### src/design/hcbd_pkg.sv
`timescale 1ns / 1ps
// ----------------------------------------------------------------------------
// hcbd_pkg
// Types, codes and constants of the chunked body decoder
// ----------------------------------------------------------------------------
package hcbd_pkg;

	localparam int LENGTH_BITS_DEF = 32;

	localparam int BYTE_W     = 8;
	localparam int LINE_CNT_W = 6;
	localparam int SLACK_W    = 8;
	localparam int MAX_LEN_W  = 32;
	localparam int EXCESS_W   = SLACK_W + 1;
	localparam int CFG_IDX_W  = 2;
	localparam int CFG_DATA_W = 32;

	localparam logic [LINE_CNT_W-1:0] MAX_LINE_RST = 6'd16;
	localparam logic [SLACK_W-1:0]    SLACK_RST    = 8'd20;
	localparam logic [MAX_LEN_W-1:0]  MAX_LEN_RST  = 32'hffff_ffff;

	localparam logic [BYTE_W-1:0] CH_CR = 8'h0d;
	localparam logic [BYTE_W-1:0] CH_LF = 8'h0a;

	localparam logic [CFG_IDX_W-1:0] CFG_MAX_LINE  = 2'd0;
	localparam logic [CFG_IDX_W-1:0] CFG_SLACK     = 2'd1;
	localparam logic [CFG_IDX_W-1:0] CFG_MAX_CHUNK = 2'd2;

	typedef enum logic [2:0] {
		PH_LINE     = 3'd0,
		PH_OPEN_CR  = 3'd1,
		PH_DATA     = 3'd2,
		PH_CLOSE_CR = 3'd3,
		PH_DONE     = 3'd4,
		PH_ERROR    = 3'd5
	} phase_t;

	typedef enum logic [1:0] {
		EV_PAYLOAD    = 2'd0,
		EV_CHUNK_DONE = 2'd1,
		EV_BODY_DONE  = 2'd2,
		EV_ERROR      = 2'd3
	} event_kind_t;

	typedef enum logic [2:0] {
		ERR_FIRST_NOT_DIGIT = 3'd0,
		ERR_LINE_TOO_LONG   = 3'd1,
		ERR_BAD_HEX         = 3'd2,
		ERR_CLOSE_LATE      = 3'd3,
		ERR_TOO_BIG         = 3'd4
	} err_code_t;

	// code carried by events other than errors
	localparam err_code_t ERR_NONE = ERR_FIRST_NOT_DIGIT;

	typedef struct packed {
		event_kind_t        kind;
		logic [BYTE_W-1:0]  payload;
		err_code_t          code;
	} result_t;

	typedef struct packed {
		logic       valid;
		logic [3:0] value;
	} hex_t;

	function automatic logic is_digit(input logic [BYTE_W-1:0] c);
		return (c >= 8'h30) && (c <= 8'h39);
	endfunction

	function automatic hex_t hex_decode(input logic [BYTE_W-1:0] c);
		hex_t h;
		h.valid = 1'b1;
		h.value = 4'd0;
		if ((c >= 8'h30) && (c <= 8'h39)) begin
			h.value = 4'(c - 8'h30);
		end else if ((c >= 8'h61) && (c <= 8'h66)) begin
			h.value = 4'(c - 8'h57);
		end else if ((c >= 8'h41) && (c <= 8'h46)) begin
			h.value = 4'(c - 8'h37);
		end else begin
			h.valid = 1'b0;
		end
		return h;
	endfunction

endpackage

### src/design/http_chunked_body_decoder.sv
`timescale 1ns / 1ps
// ----------------------------------------------------------------------------
// http_chunked_body_decoder
// Byte-wide decoder for an HTTP body in chunked transfer coding
// ----------------------------------------------------------------------------
// Input stream: one body byte per transaction in s_axis_tdata, s_axis_tuser
// high on the first byte of a new message (clears the parser), s_axis_tlast
// marks the end of a receive block and does not affect parsing.
// Output stream: at most one event per input byte; m_axis_tuser holds the
// event kind (payload byte, chunk complete, body complete, error),
// m_axis_tdata the payload byte and the error code.
// Configuration channel: cfg_index selects max line chars (0), close slack
// (1) or max chunk length (2); it is always ready; the user must write it
// only while idle, which the block itself does not enforce. Throughput:
// one byte per cycle while the skid register is empty; the per-byte
// parser update is a compare and a 4-bit shift-accumulate on the chunk
// length register. Stall: a two-entry output buffer (result register and
// skid register) lets one more event in while the receiver stalls;
// s_axis_tready drops once the skid register holds an event.
// Reset: parser at the start of a length line, registers at 16, 20 and
// all ones, output buffer empty.
// ----------------------------------------------------------------------------
module http_chunked_body_decoder #(
	parameter int LENGTH_BITS = hcbd_pkg::LENGTH_BITS_DEF
) (
	input  logic                               clk,
	input  logic                               arst_n,
	input  logic                               s_axis_tvalid,
	output logic                               s_axis_tready,
	input  logic [hcbd_pkg::BYTE_W-1:0]        s_axis_tdata,  // data_byte
	input  logic                               s_axis_tuser,  // msg_start
	input  logic                               s_axis_tlast,  // block_last
	output logic                               m_axis_tvalid,
	input  logic                               m_axis_tready,
	output logic [15:0]                        m_axis_tdata,  // payload_byte, error_code, zero pad
	output logic [1:0]                         m_axis_tuser,  // event_kind
	input  logic                               cfg_valid,
	output logic                               cfg_ready,
	input  logic [hcbd_pkg::CFG_IDX_W-1:0]     cfg_index,
	input  logic [hcbd_pkg::CFG_DATA_W-1:0]    cfg_data
);

	localparam int CMP_W = (LENGTH_BITS > hcbd_pkg::MAX_LEN_W) ? LENGTH_BITS
		: hcbd_pkg::MAX_LEN_W;

	logic [hcbd_pkg::LINE_CNT_W-1:0] max_line_q;
	logic [hcbd_pkg::SLACK_W-1:0]    slack_q;
	logic [hcbd_pkg::MAX_LEN_W-1:0]  max_chunk_q;

	hcbd_pkg::phase_t                 phase_q, phase_n, phase_c;
	logic [LENGTH_BITS-1:0]           len_q, len_n, len_c;
	logic [LENGTH_BITS-1:0]           rem_q, rem_n;
	logic [hcbd_pkg::LINE_CNT_W-1:0]  cnt_q, cnt_n, cnt_c;
	logic [hcbd_pkg::EXCESS_W-1:0]    exc_q, exc_n, exc_inc;
	logic                             bad_q, bad_n, bad_c;

	hcbd_pkg::result_t  res, out_q, skid_q;
	logic               res_v, out_valid_q, skid_valid_q;
	logic               in_acc, push, pop;
	logic [hcbd_pkg::BYTE_W-1:0] c;
	hcbd_pkg::hex_t     hex;

	assign cfg_ready     = 1'b1;
	assign s_axis_tready = !skid_valid_q;
	assign in_acc        = s_axis_tvalid && s_axis_tready;
	assign push          = in_acc && res_v;
	assign pop           = m_axis_tvalid && m_axis_tready;
	assign c             = s_axis_tdata;
	assign hex           = hcbd_pkg::hex_decode(c);
	assign exc_inc       = exc_q + 1'b1;

	assign m_axis_tvalid = out_valid_q;
	assign m_axis_tuser  = out_q.kind;
	assign m_axis_tdata  = {5'd0, out_q.code, out_q.payload};

	// configuration registers
	always_ff @(posedge clk or negedge arst_n) begin
		if (!arst_n) begin
			max_line_q  <= hcbd_pkg::MAX_LINE_RST;
			slack_q     <= hcbd_pkg::SLACK_RST;
			max_chunk_q <= hcbd_pkg::MAX_LEN_RST;
		end else if (cfg_valid && cfg_ready) begin
			unique case (cfg_index)
				hcbd_pkg::CFG_MAX_LINE:  max_line_q  <= cfg_data[hcbd_pkg::LINE_CNT_W-1:0];
				hcbd_pkg::CFG_SLACK:     slack_q     <= cfg_data[hcbd_pkg::SLACK_W-1:0];
				hcbd_pkg::CFG_MAX_CHUNK: max_chunk_q <= cfg_data[hcbd_pkg::MAX_LEN_W-1:0];
				default: ;
			endcase
		end
	end

	// message start clears the parser before the byte is parsed
	always_comb begin
		if (s_axis_tuser) begin
			phase_c = hcbd_pkg::PH_LINE;
			len_c   = '0;
			cnt_c   = '0;
			bad_c   = 1'b0;
		end else begin
			phase_c = phase_q;
			len_c   = len_q;
			cnt_c   = cnt_q;
			bad_c   = bad_q;
		end
	end

	// next parser state and event
	always_comb begin
		phase_n     = phase_c;
		len_n       = len_c;
		cnt_n       = cnt_c;
		bad_n       = bad_c;
		rem_n       = rem_q;
		exc_n       = exc_q;
		res_v       = 1'b0;
		res.kind    = hcbd_pkg::EV_PAYLOAD;
		res.payload = '0;
		res.code    = hcbd_pkg::ERR_NONE;
		unique case (phase_c)
			hcbd_pkg::PH_LINE: begin
				if ((cnt_c == '0) && !hcbd_pkg::is_digit(c)) begin
					phase_n  = hcbd_pkg::PH_ERROR;
					res_v    = 1'b1;
					res.kind = hcbd_pkg::EV_ERROR;
					res.code = hcbd_pkg::ERR_FIRST_NOT_DIGIT;
				end else if (c == hcbd_pkg::CH_CR) begin
					if (bad_c) begin
						phase_n  = hcbd_pkg::PH_ERROR;
						res_v    = 1'b1;
						res.kind = hcbd_pkg::EV_ERROR;
						res.code = hcbd_pkg::ERR_BAD_HEX;
					end else if (CMP_W'(len_c) > CMP_W'(max_chunk_q)) begin
						phase_n  = hcbd_pkg::PH_ERROR;
						res_v    = 1'b1;
						res.kind = hcbd_pkg::EV_ERROR;
						res.code = hcbd_pkg::ERR_TOO_BIG;
					end else begin
						phase_n = hcbd_pkg::PH_OPEN_CR;
					end
				end else if (cnt_c >= max_line_q) begin
					phase_n  = hcbd_pkg::PH_ERROR;
					res_v    = 1'b1;
					res.kind = hcbd_pkg::EV_ERROR;
					res.code = hcbd_pkg::ERR_LINE_TOO_LONG;
				end else begin
					cnt_n = cnt_c + 1'b1;
					if (!bad_c) begin
						if (!hex.valid) begin
							bad_n = 1'b1;
						end else if (len_c[LENGTH_BITS-1 -: 4] != 4'd0) begin
							phase_n  = hcbd_pkg::PH_ERROR;
							res_v    = 1'b1;
							res.kind = hcbd_pkg::EV_ERROR;
							res.code = hcbd_pkg::ERR_TOO_BIG;
						end else begin
							len_n = {len_c[LENGTH_BITS-5:0], hex.value};
						end
					end
				end
			end
			hcbd_pkg::PH_OPEN_CR: begin
				if (c == hcbd_pkg::CH_LF) begin
					phase_n = hcbd_pkg::PH_DATA;
					rem_n   = len_c;
					exc_n   = '0;
				end
			end
			hcbd_pkg::PH_DATA: begin
				if (rem_q != '0) begin
					rem_n       = rem_q - 1'b1;
					res_v       = 1'b1;
					res.kind    = hcbd_pkg::EV_PAYLOAD;
					res.payload = c;
				end else if (exc_q > hcbd_pkg::EXCESS_W'(slack_q)) begin
					phase_n  = hcbd_pkg::PH_ERROR;
					res_v    = 1'b1;
					res.kind = hcbd_pkg::EV_ERROR;
					res.code = hcbd_pkg::ERR_CLOSE_LATE;
				end else if (c == hcbd_pkg::CH_CR) begin
					phase_n = hcbd_pkg::PH_CLOSE_CR;
				end else begin
					exc_n = exc_inc;
					if (exc_inc > hcbd_pkg::EXCESS_W'(slack_q)) begin
						phase_n  = hcbd_pkg::PH_ERROR;
						res_v    = 1'b1;
						res.kind = hcbd_pkg::EV_ERROR;
						res.code = hcbd_pkg::ERR_CLOSE_LATE;
					end
				end
			end
			hcbd_pkg::PH_CLOSE_CR: begin
				if (c == hcbd_pkg::CH_LF) begin
					res_v = 1'b1;
					if (len_c == '0) begin
						phase_n  = hcbd_pkg::PH_DONE;
						res.kind = hcbd_pkg::EV_BODY_DONE;
					end else begin
						phase_n  = hcbd_pkg::PH_LINE;
						len_n    = '0;
						cnt_n    = '0;
						bad_n    = 1'b0;
						res.kind = hcbd_pkg::EV_CHUNK_DONE;
					end
				end
			end
			default: ;
		endcase
	end

	// parser state register
	always_ff @(posedge clk or negedge arst_n) begin
		if (!arst_n) begin
			phase_q <= hcbd_pkg::PH_LINE;
			len_q   <= '0;
			rem_q   <= '0;
			cnt_q   <= '0;
			exc_q   <= '0;
			bad_q   <= 1'b0;
		end else if (in_acc) begin
			phase_q <= phase_n;
			len_q   <= len_n;
			rem_q   <= rem_n;
			cnt_q   <= cnt_n;
			exc_q   <= exc_n;
			bad_q   <= bad_n;
		end
	end

	// output buffer: result register plus skid register
	always_ff @(posedge clk or negedge arst_n) begin
		if (!arst_n) begin
			out_valid_q  <= 1'b0;
			skid_valid_q <= 1'b0;
		end else if (!out_valid_q || pop) begin
			out_valid_q  <= skid_valid_q || push;
			skid_valid_q <= skid_valid_q && push;
		end else if (push) begin
			skid_valid_q <= 1'b1;
		end
	end

	always_ff @(posedge clk) begin
		if (!out_valid_q || pop) begin
			if (skid_valid_q) begin
				out_q <= skid_q;
				if (push) begin
					skid_q <= res;
				end
			end else if (push) begin
				out_q <= res;
			end
		end else if (push) begin
			skid_q <= res;
		end
	end

	// checks
	a_skid_needs_out: assert property (@(posedge clk) disable iff (!arst_n)
		skid_valid_q |-> out_valid_q)
		else $error("skid register holds an event while the result register is empty");

	a_payload_zero: assert property (@(posedge clk) disable iff (!arst_n)
		(out_valid_q && (out_q.kind != hcbd_pkg::EV_PAYLOAD)) |-> (out_q.payload == '0))
		else $error("non-payload event carries a data byte");

	a_locked_silent: assert property (@(posedge clk) disable iff (!arst_n)
		(in_acc && !s_axis_tuser &&
		((phase_q == hcbd_pkg::PH_DONE) || (phase_q == hcbd_pkg::PH_ERROR))) |-> !res_v)
		else $error("event produced while the parser is locked");

	a_error_locks: assert property (@(posedge clk) disable iff (!arst_n)
		(push && (res.kind == hcbd_pkg::EV_ERROR)) |=> (phase_q == hcbd_pkg::PH_ERROR))
		else $error("error event without entering the error lock");

endmodule

### config.mk
export PLATFORM = sky130hd
export DESIGN_NAME = http_chunked_body_decoder
export DESIGN_NICKNAME = d
export VERILOG_FILES = /design/src/design/hcbd_pkg.sv /design/src/design/http_chunked_body_decoder.sv
export SDC_FILE = /design/constraint.sdc
export NUM_CORES = 1
export LEC_CHECK = 0
export BUFFER_PORTS_ARGS = -buffer_cell sky130_fd_sc_hd__buf_2
export CORE_MARGIN = 4
export CORE_UTILIZATION = 45
export CTS_CLUSTER_DIAMETER = 60
export DETAILED_ROUTE_END_ITERATION = 6
export SETUP_SLACK_MARGIN = 0.15
export SYNTH_ARGS = -nofsm -noshare
export SYNTH_HDL_FRONTEND = slang
export SYNTH_SLANG_ARGS = --single-unit
export TNS_END_PERCENT = 30
### constraint.sdc
create_clock -name clk -period 9.2 [get_ports clk]
set_input_delay 1.38 -clock clk [delete_from_list [all_inputs] [get_ports clk]]
set_output_delay 1.38 -clock clk [all_outputs]
set_load 0.02 [all_outputs]
==> Yosys cells after proc, flatten, opt, wreduce, memory -nomap -nowiden <==
Index checks and enable logic that the tools add are counted.
{ "word_totals": {"regBits": 157, "out_inout_bits": 21, "wordCells": 182} }
{ "classes": {"n_reduce_logical": 28, "magnitude_cmp": 10, "n_eq_ne": 13, "n_addsub": 6, "n_mux": 108} }
{ "op_table": {"columns": ["operator", "count"], "rows": [
  ["$mux W32", 11],
  ["$pmux W32 S2", 2],
  ["$mux W3", 24],
  ["$mux W13", 5],
  ["$mux W2", 18],
  ["$mux W6", 6],
  ["$mux W9", 4],
  ["$gt A32 B32 Y1", 1],
  ["$logic_not A32 Y1", 1],
  ["$reduce_bool A32 Y1", 1],
  ["$sub A32 B1 Y32 const B", 1],
  ["$mux W1", 26],
  ["$gt A9 B8 Y1", 2],
  ["$pmux W9 S2", 1],
  ["$eq A8 B4 Y1 const B", 2],
  ["$ge A8 B7 Y1 const B", 2],
  ["$le A8 B7 Y1 const B", 2],
  ["$mux W8", 2],
  ["$mux W4", 3],
  ["$ne A2 B2 Y1 const B", 6],
  ["$pmux W3 S4", 1],
  ["$pmux W6 S2", 1],
  ["$add A9 B1 Y9 const B", 1],
  ["$ge A8 B6 Y1 const B", 1],
  ["other kinds (24)", 41]
]} }

==> Depth between registers and ports, before layout <==
Gate-level depths: netlist (run 1).
{ "logic_depth": {"depth_word": 15, "depth_mapped": 15} }

==> Least setup slack after synthesis (run 1) <==
Ideal clock, no wire load.
{ "synth_timing": {"kind": "input port to flip-flop", "from": "in s_axis_tuser", "to": "reg out_q (netlist bit m_axis_tdata[0]), enable pin", "path_slack_ps": 4054, "path_stages": 13, "arrival_time_ps": 4755, "required_ps": 8809, "cell_sequence": "clkbuf_1 -> clkbuf_1 -> buf_1 -> clkbuf_1 -> nand2b_1 -> ha_1 -> nand2b_1 -> a31oi_1 -> o21ai_0 -> nor3_4 -> a211oi_1 -> o21ai_0 -> a31oi_1"} }
{ "synth_between": {"elab_chain_cells": 12, "word_cells_on_any_way": 24, "classes_between": "order compare: 2; eq/ne: 2; mux: 13; reduce/logical: 7"} }
{ "synth_lines": {"columns": ["element", "line", "source"], "rows": [
  ["start: declaration", "http_chunked_body_decoder.sv:31", "input logic s_axis_tuser,"],
  ["parallel branches: the longest is 8 deep, another holds $gt A32 B32 Y1", null, null],
  ["$pmux W1 S3 *", "http_chunked_body_decoder.sv:119", "unique case (phase_c)"],
  ["$logic_and A1 B1 Y1 *", "http_chunked_body_decoder.sv:66", "assign push = in_acc && res_v;"],
  ["$reduce_bool A2 Y1 (no source line) *", null, null],
  ["$reduce_and A2 Y1 (no source line) *", null, null],
  ["end signal: assignment", "http_chunked_body_decoder.sv:245", "out_q <= skid_q;"],
  ["end signal: assignment", "http_chunked_body_decoder.sv:250", "out_q <= res;"],
  ["end: declaration", "http_chunked_body_decoder.sv:57", "hcbd_pkg::result_t res, out_q, skid_q;"]
]} }
Every way passes the cells marked *.
A chain may end at the register's enable or synchronous reset.

==> Worst setup path after layout (run 1) <==
{ "layout_timing": {"from": "in s_axis_tuser", "to": "reg out_q (netlist bit m_axis_tuser[1]), enable pin"} }
Same word-level chain as after synthesis.

==> summary.txt, run 1 <==
Outcome: complete, no violations
Starting density of the core: 45.76%
Tot GR Track Use: 19.84%
Clk_skew: 0.009836 ns
Crit path max fanout: 55
Grt ovf: 0
Worst relative slew slack: 27.75%
Seq cells post-synth: 157
Routed Antenna Nets: 0
Tmin final: 4.539 ns
Power per cell area: 177.6 nW/um2
FMAX: 220.3 MHz
Nets: 1097
Cell variety after synth: 72
Final hold vios: 0
Most common cell after layout, fill and taps aside: dfrtp_1
CTS tree: yes
Synth area leader: dfrtp_1
H-tree level count: 4
Setup violations, final: 0
Core area: 20230 um2
Leakage power: 4.685 nW
CTS buffer count: 17
CTS Sinks: 157
DRC violations left: 0
Die Ht: 151.4 um
CP Capture Type: flop
Place WS: 4.241 ns
CP Launch Type: input pin
Most frequent cells in the layout: dfrtp_1, o21ai_0, inv_1, ha_1, buf_2
Largest net degree at the start of global routing: 65
Total power: 1.849 mW
First DRT Iteration DRCs: 467
Crit path DAT: 4.72 ns
Share of the synthesized area in the top cell type: 25.95%
Worst hold path class: flop to flop
Die width: 151.4 um
Min Hold Slack: 0.4996 ns
Ys flop type: dfrtp_1
I/O Pins: 70
Layout cells sized above 1: 21.00%
Ys async rst share: 83.44%
Initial antenna violation count: 0
Total Wirelength: 21.75 mm
DRT Pass-1 Iters: 5
VDD IR max: 137.7 uV
HPWL after DPL: 15.60 mm
Hold_buf cts: 0
Die area: 22930 um2
Syn avg cell area: 9.892 um2
Setup_tns: 0 ns
Netlist Area Pre-Place: 9259 um2
Root Buffer: clkbuf_16
Post-synth EDFFs: 26
Worst endpoint required time: 9.38 ns
Routed WL per cell: 17.12 um
RSZ-0062 raised after global routing: no
Vias per cell: 5.651
Final design utilization: 51.44%
Setup ws final: 4.661 ns
Vias in the first global route: 6806
DR vias: 7177
Bufs on Longest Clock Path: 2
Post-synthesis cell count: 936
CTS resizes: 0
Main area contributors after synthesis: dfrtp_1, dfstp_2, edfxtp_1
Port Buffer Count: 62
Clk slew on worst S/H paths: 0.06 ns
Clk_lat worst skew: 0.43 ns
Final worst path period share: 49.34%
Diode count: 0
Max-capacitance violation count: 0
# rows: 52
Setup bufs post-CTS: 0
Max Slew Vio Count: 0
Sequential-to-total area share from yosys stat: 44.31%
First-pass GRT wire length: 35.93 mm
Setup CP Type: input pin to flop
Warnings, synthesis: 0
Slew @ Worst Pin: 1.078 ns
Area growth syn-to-layout: 12.42%
Gpl congestion: 0.8663
[sequential cells by signal, summed over array words and instances (netlist names)]
| signal | flops |
|---|---|
| m_axis_tdata | 11 |
| m_axis_tvalid | 1 |
| phase_q | 3 |
| slack_q | 8 |
| len_q | 32 |
| max_line_q | 6 |
| rem_q | 32 |
| skid_valid_q | 1 |
| max_chunk_q | 32 |
| skid_q | 13 |
| exc_q | 9 |
| cnt_q | 6 |
| bad_q | 1 |
| m_axis_tuser | 2 |
[synth_stat cells, types with 10 or more instances]
master and count:
ha_1 61, nand3_1 14, nor2b_1 38, a21oi_1 57, and3_1 17, dfstp_2 35, nor3_1 25, o21ai_0 87
inv_1 62, edfxtp_1 26, dfrtp_1 96, nor4_1 18, mux2_2 51, nor2_1 55, a22oi_1 16, a31oi_1 10
nand2_1 49, nand4_1 14, clkbuf_1 31, a22o_1 29
[cells by family (layout without fill, tap and decap cells)]
group,after synthesis,in the layout,synth area share [%]
xor gates and xnor gates,9,9,0.8514
buffers and inverters,111,171,5.202
AOI/OAI and AO/OA,266,266,18.78
adders and majority gates,61,61,8.243
and+or+nand+nor,277,277,16.11
DFF,157,157,44.31
muxes,53,53,6.419
other,2,6,0.08111
[final timing paths]
check	from	endpoint	slack [ns]	depth (start not counted)
min	rem_q[30]	rem_q[30]	0.50	2
max in group asynchronous	arst_n	cnt_q[5]	7.27	2
min in group asynchronous	arst_n	len_q[15]	0.93	1
max reg2reg	exc_q[0]	m_axis_tuser[1]	5.53	12
min reg2reg	rem_q[30]	rem_q[30]	0.50	2
max	s_axis_tuser	m_axis_tuser[1]	4.66	12
[worst max-delay path: stages]
cell      delay [ns]
buf_2           0.08
buf_4           0.44
nor2b_1         0.21
ha_1            0.35
nand4_1         0.17
nor4_1          0.50
nor4bb_1        0.42
a31o_2          0.18
a21oi_1         0.11
o21ai_0         0.44
a31oi_1         0.14
buf_4           0.22
[per-stage QoR]
step           instance area (um2)  cells
2_1_floorplan                 9274    940
3_3_place_gp                  9801   1238
3_5_place_dp                  9801   1238
4_1_cts                      10410   1270
5_1_grt                      10410   1270
6_report                     10410   1270
[layout make-up]
type,count,area (um2)
repair buffers,76,417.9
multi-input cells,672,4706
clock inverters,9,96.34
clock buffers,23,511.7
flip-flops and latches,157,4103
fillers,1864,9826
well taps,270,337.8
inverters,63,236.5
[layer usage]
layer,part of all wire [%],global-route usage (%)
met5,0,0
met4,1.4,5.168
met3,4.5,3.800
met2,49,32.94
met1,45,26.69
[power breakdown]
group | internal (mW) | switching, mW
clock network | 0.424 | 0.296
logic | 0.117 | 0.181
registers | 0.796 | 0.0347
total | 1.34 | 0.512
No activity file was read; power rests on OpenSTA's default activity.
==> run 2, diff against run 1 <==
- clock period: 9.2 -> 3.7 ns (I/O delays scaled with it)
==> run 2 against run 1 <==
Net effect:
- via count increased by 1.8%
- cell area increased by 2.5%
- first-iteration DRC count is 16% higher
- power increased by 150%
- non-clock buffer count rose by 26
- routed wire length up 3.1%
- highest routed layer unchanged
- setup slack got worse by 4.4 ns
- sequential share of layout area is 0.97 points lower
- count of clock-buffer cells in the layout decreased by 1
- flip-flop and latch count stayed put
==> summary.txt, run 2 (same netlist as run 1, synthesis figures left out) <==
Worst hold path class: input pin to asynchronous set/reset pin
Setup ws final: 0.3087 ns
Total Wirelength: 22.42 mm
Port Buffer Count: 62
Power per cell area: 433.0 nW/um2
Largest net degree at the start of global routing: 104
Place WS: -0.1400 ns
FMAX: 294.9 MHz
# rows: 52
Slowest stage delay, CP: 0.46 ns
Tot GR Track Use: 20.36%
Initial antenna violation count: 1
Vias in the first global route: 7100
Gpl congestion: 0.8529
Most frequent cells in the layout: dfrtp_1, o21ai_0, inv_1, ha_1, buf_2
RSZ-0062 raised after global routing: yes
Routed WL per cell: 17.28 um
CTS buffer count: 17
Die area: 22930 um2
Leakage power: 4.828 nW
Nets: 1123
CTS Sinks: 157
Placed cells: 1263
Worst relative slew slack: 51.48%
Clk_lat worst skew: 0.43 ns
Die width: 151.4 um
Cell mode on critical path: ha_1
Worst endpoint required time: 3.77 ns
Area growth syn-to-layout: 15.24%
DRT Pass-1 Iters: 5
Clk slew on worst S/H paths: 0.07 ns
DR vias: 7306
Fillers: 1878
Tmin final: 3.391 ns
Max Slew Vio Count: 0
Flop2flop setup slack: 0.31 ns
I/O Pins: 70
Setup_tns: 0 ns
Routed Antenna Nets: 0
Final worst path period share: 91.66%
CP Launch Type: flop
Ordered list of cells on the worst path: ha_1, and3_1, xor2_1, ha_1, nand3_1, a211oi_1, a2111oi_0, o21ai_0, a21oi_1, a21bo_2, a21oi_4
DRC violations left: 0
Final hold vios: 0
Vias per cell: 5.633
First DRT Iteration DRCs: 543
Max-capacitance violation count: 0
Layout cells sized above 1: 23.39%
Bufs on Longest Clock Path: 2
Crit path DAT: 3.47 ns
HPWL after DPL: 16.11 mm
Die Ht: 151.4 um
Total power: 4.620 mW
Setup violations, final: 0
Setup CP Type: flop to flop
Slew @ Worst Pin: 0.7262 ns
Clk_skew: 0.01070 ns
Starting density of the core: 45.76%
Outcome: complete, no violations
CTS tree: yes
Most common cell after layout, fill and taps aside: dfrtp_1
First-pass GRT wire length: 36.77 mm
Crit path max fanout: 13
VDD IR max: 284.5 uV
Hold_buf cts: 0
Top Registers: len_q: 32 flops, max_chunk_q: 32 flops, rem_q: 32 flops
Min Hold Slack: 0.04336 ns
H-tree level count: 4
Grt ovf: 0
Finished Layout Cells: 1297
CP max stage cell: dfrtp_1
CP Capture Type: flop
Root Buffer: clkbuf_16
Core area: 20230 um2
## run 2: cell types whose count changed in the layout (fill, tap and decap cells not counted), sizes merged
cell | before | now
diode | 0 | 1
clkinv | 4 | 5
clkbuf | 23 | 22
buf | 76 | 102
## run 2: metal layers
| layer | routed length [um] | GRT usage (%) | vias to the layer above |
|---|---|---|---|
| met5 | 0 | 0 | - |
| met4 | 320 | 6.301 | 0 |
| met3 | 949 | 3.501 | 27 |
| met2 | 11290 | 33.74 | 181 |
| met1 | 9855 | 27.25 | 3522 |
| li1 | - | - | 3576 |
## run 2: worst paths after layout
kind / startpoint / end / depth (start not counted)
setup / recovery: exc_q[1] / skid_q[1] / 11
max in group asynchronous: arst_n / exc_q[5] / 2
setup reg to reg: exc_q[1] / skid_q[1] / 11
min in group clk: cfg_data[10] / max_chunk_q[10] / 2
hold / removal: arst_n / rem_q[28] / 1
hold reg to reg: rem_q[21] / rem_q[21] / 2
## run 2: what timing repair did
item,in CTS,in global routing
setup buffers,0,1
setup endpoints to repair,0,29
endpoints found under the hold margin,0,0
resized for setup,0,1
## run 2: cell type report
class | count | area (um2) | area share, %
Multi-Input combinational cell | 672 | 4740 | 44.42
Clock buffer | 22 | 486.7 | 4.561
Timing Repair Buffer | 102 | 663.1 | 6.215
Inverter | 63 | 236.5 | 2.216
Tap cell | 270 | 337.8 | 3.166
Sequential cell | 157 | 4103 | 38.45
Clock inverter | 10 | 101.3 | 0.9498
Antenna cell | 1 | 2.502 | 0.02345
## run 2: critical path, delay by kind of cell (launching register included)
family	cells	cell delay [ns]
and+or+nand+nor	2	0.31
AOI/OAI and AO/OA	6	1.51
adders and majority gates	2	0.59
DFF	1	0.46
xor gates and xnor gates	1	0.16
## run 2: through the flow
stage | util [%] | cell area (um2)
global placement | 49.70 | 10060
detailed placement | 49.70 | 10060
global route | 52.73 | 10670
floorplan | - | 9308
CTS | 52.60 | 10640
finish | 52.73 | 10670
## run 2: power breakdown
part           switching, mW  total (mW)  internal [mW]
combinational          0.464       0.785          0.321
sequential            0.0939        2.07           1.98
clock                  0.749        1.76           1.01
total                   1.31        4.62           3.31
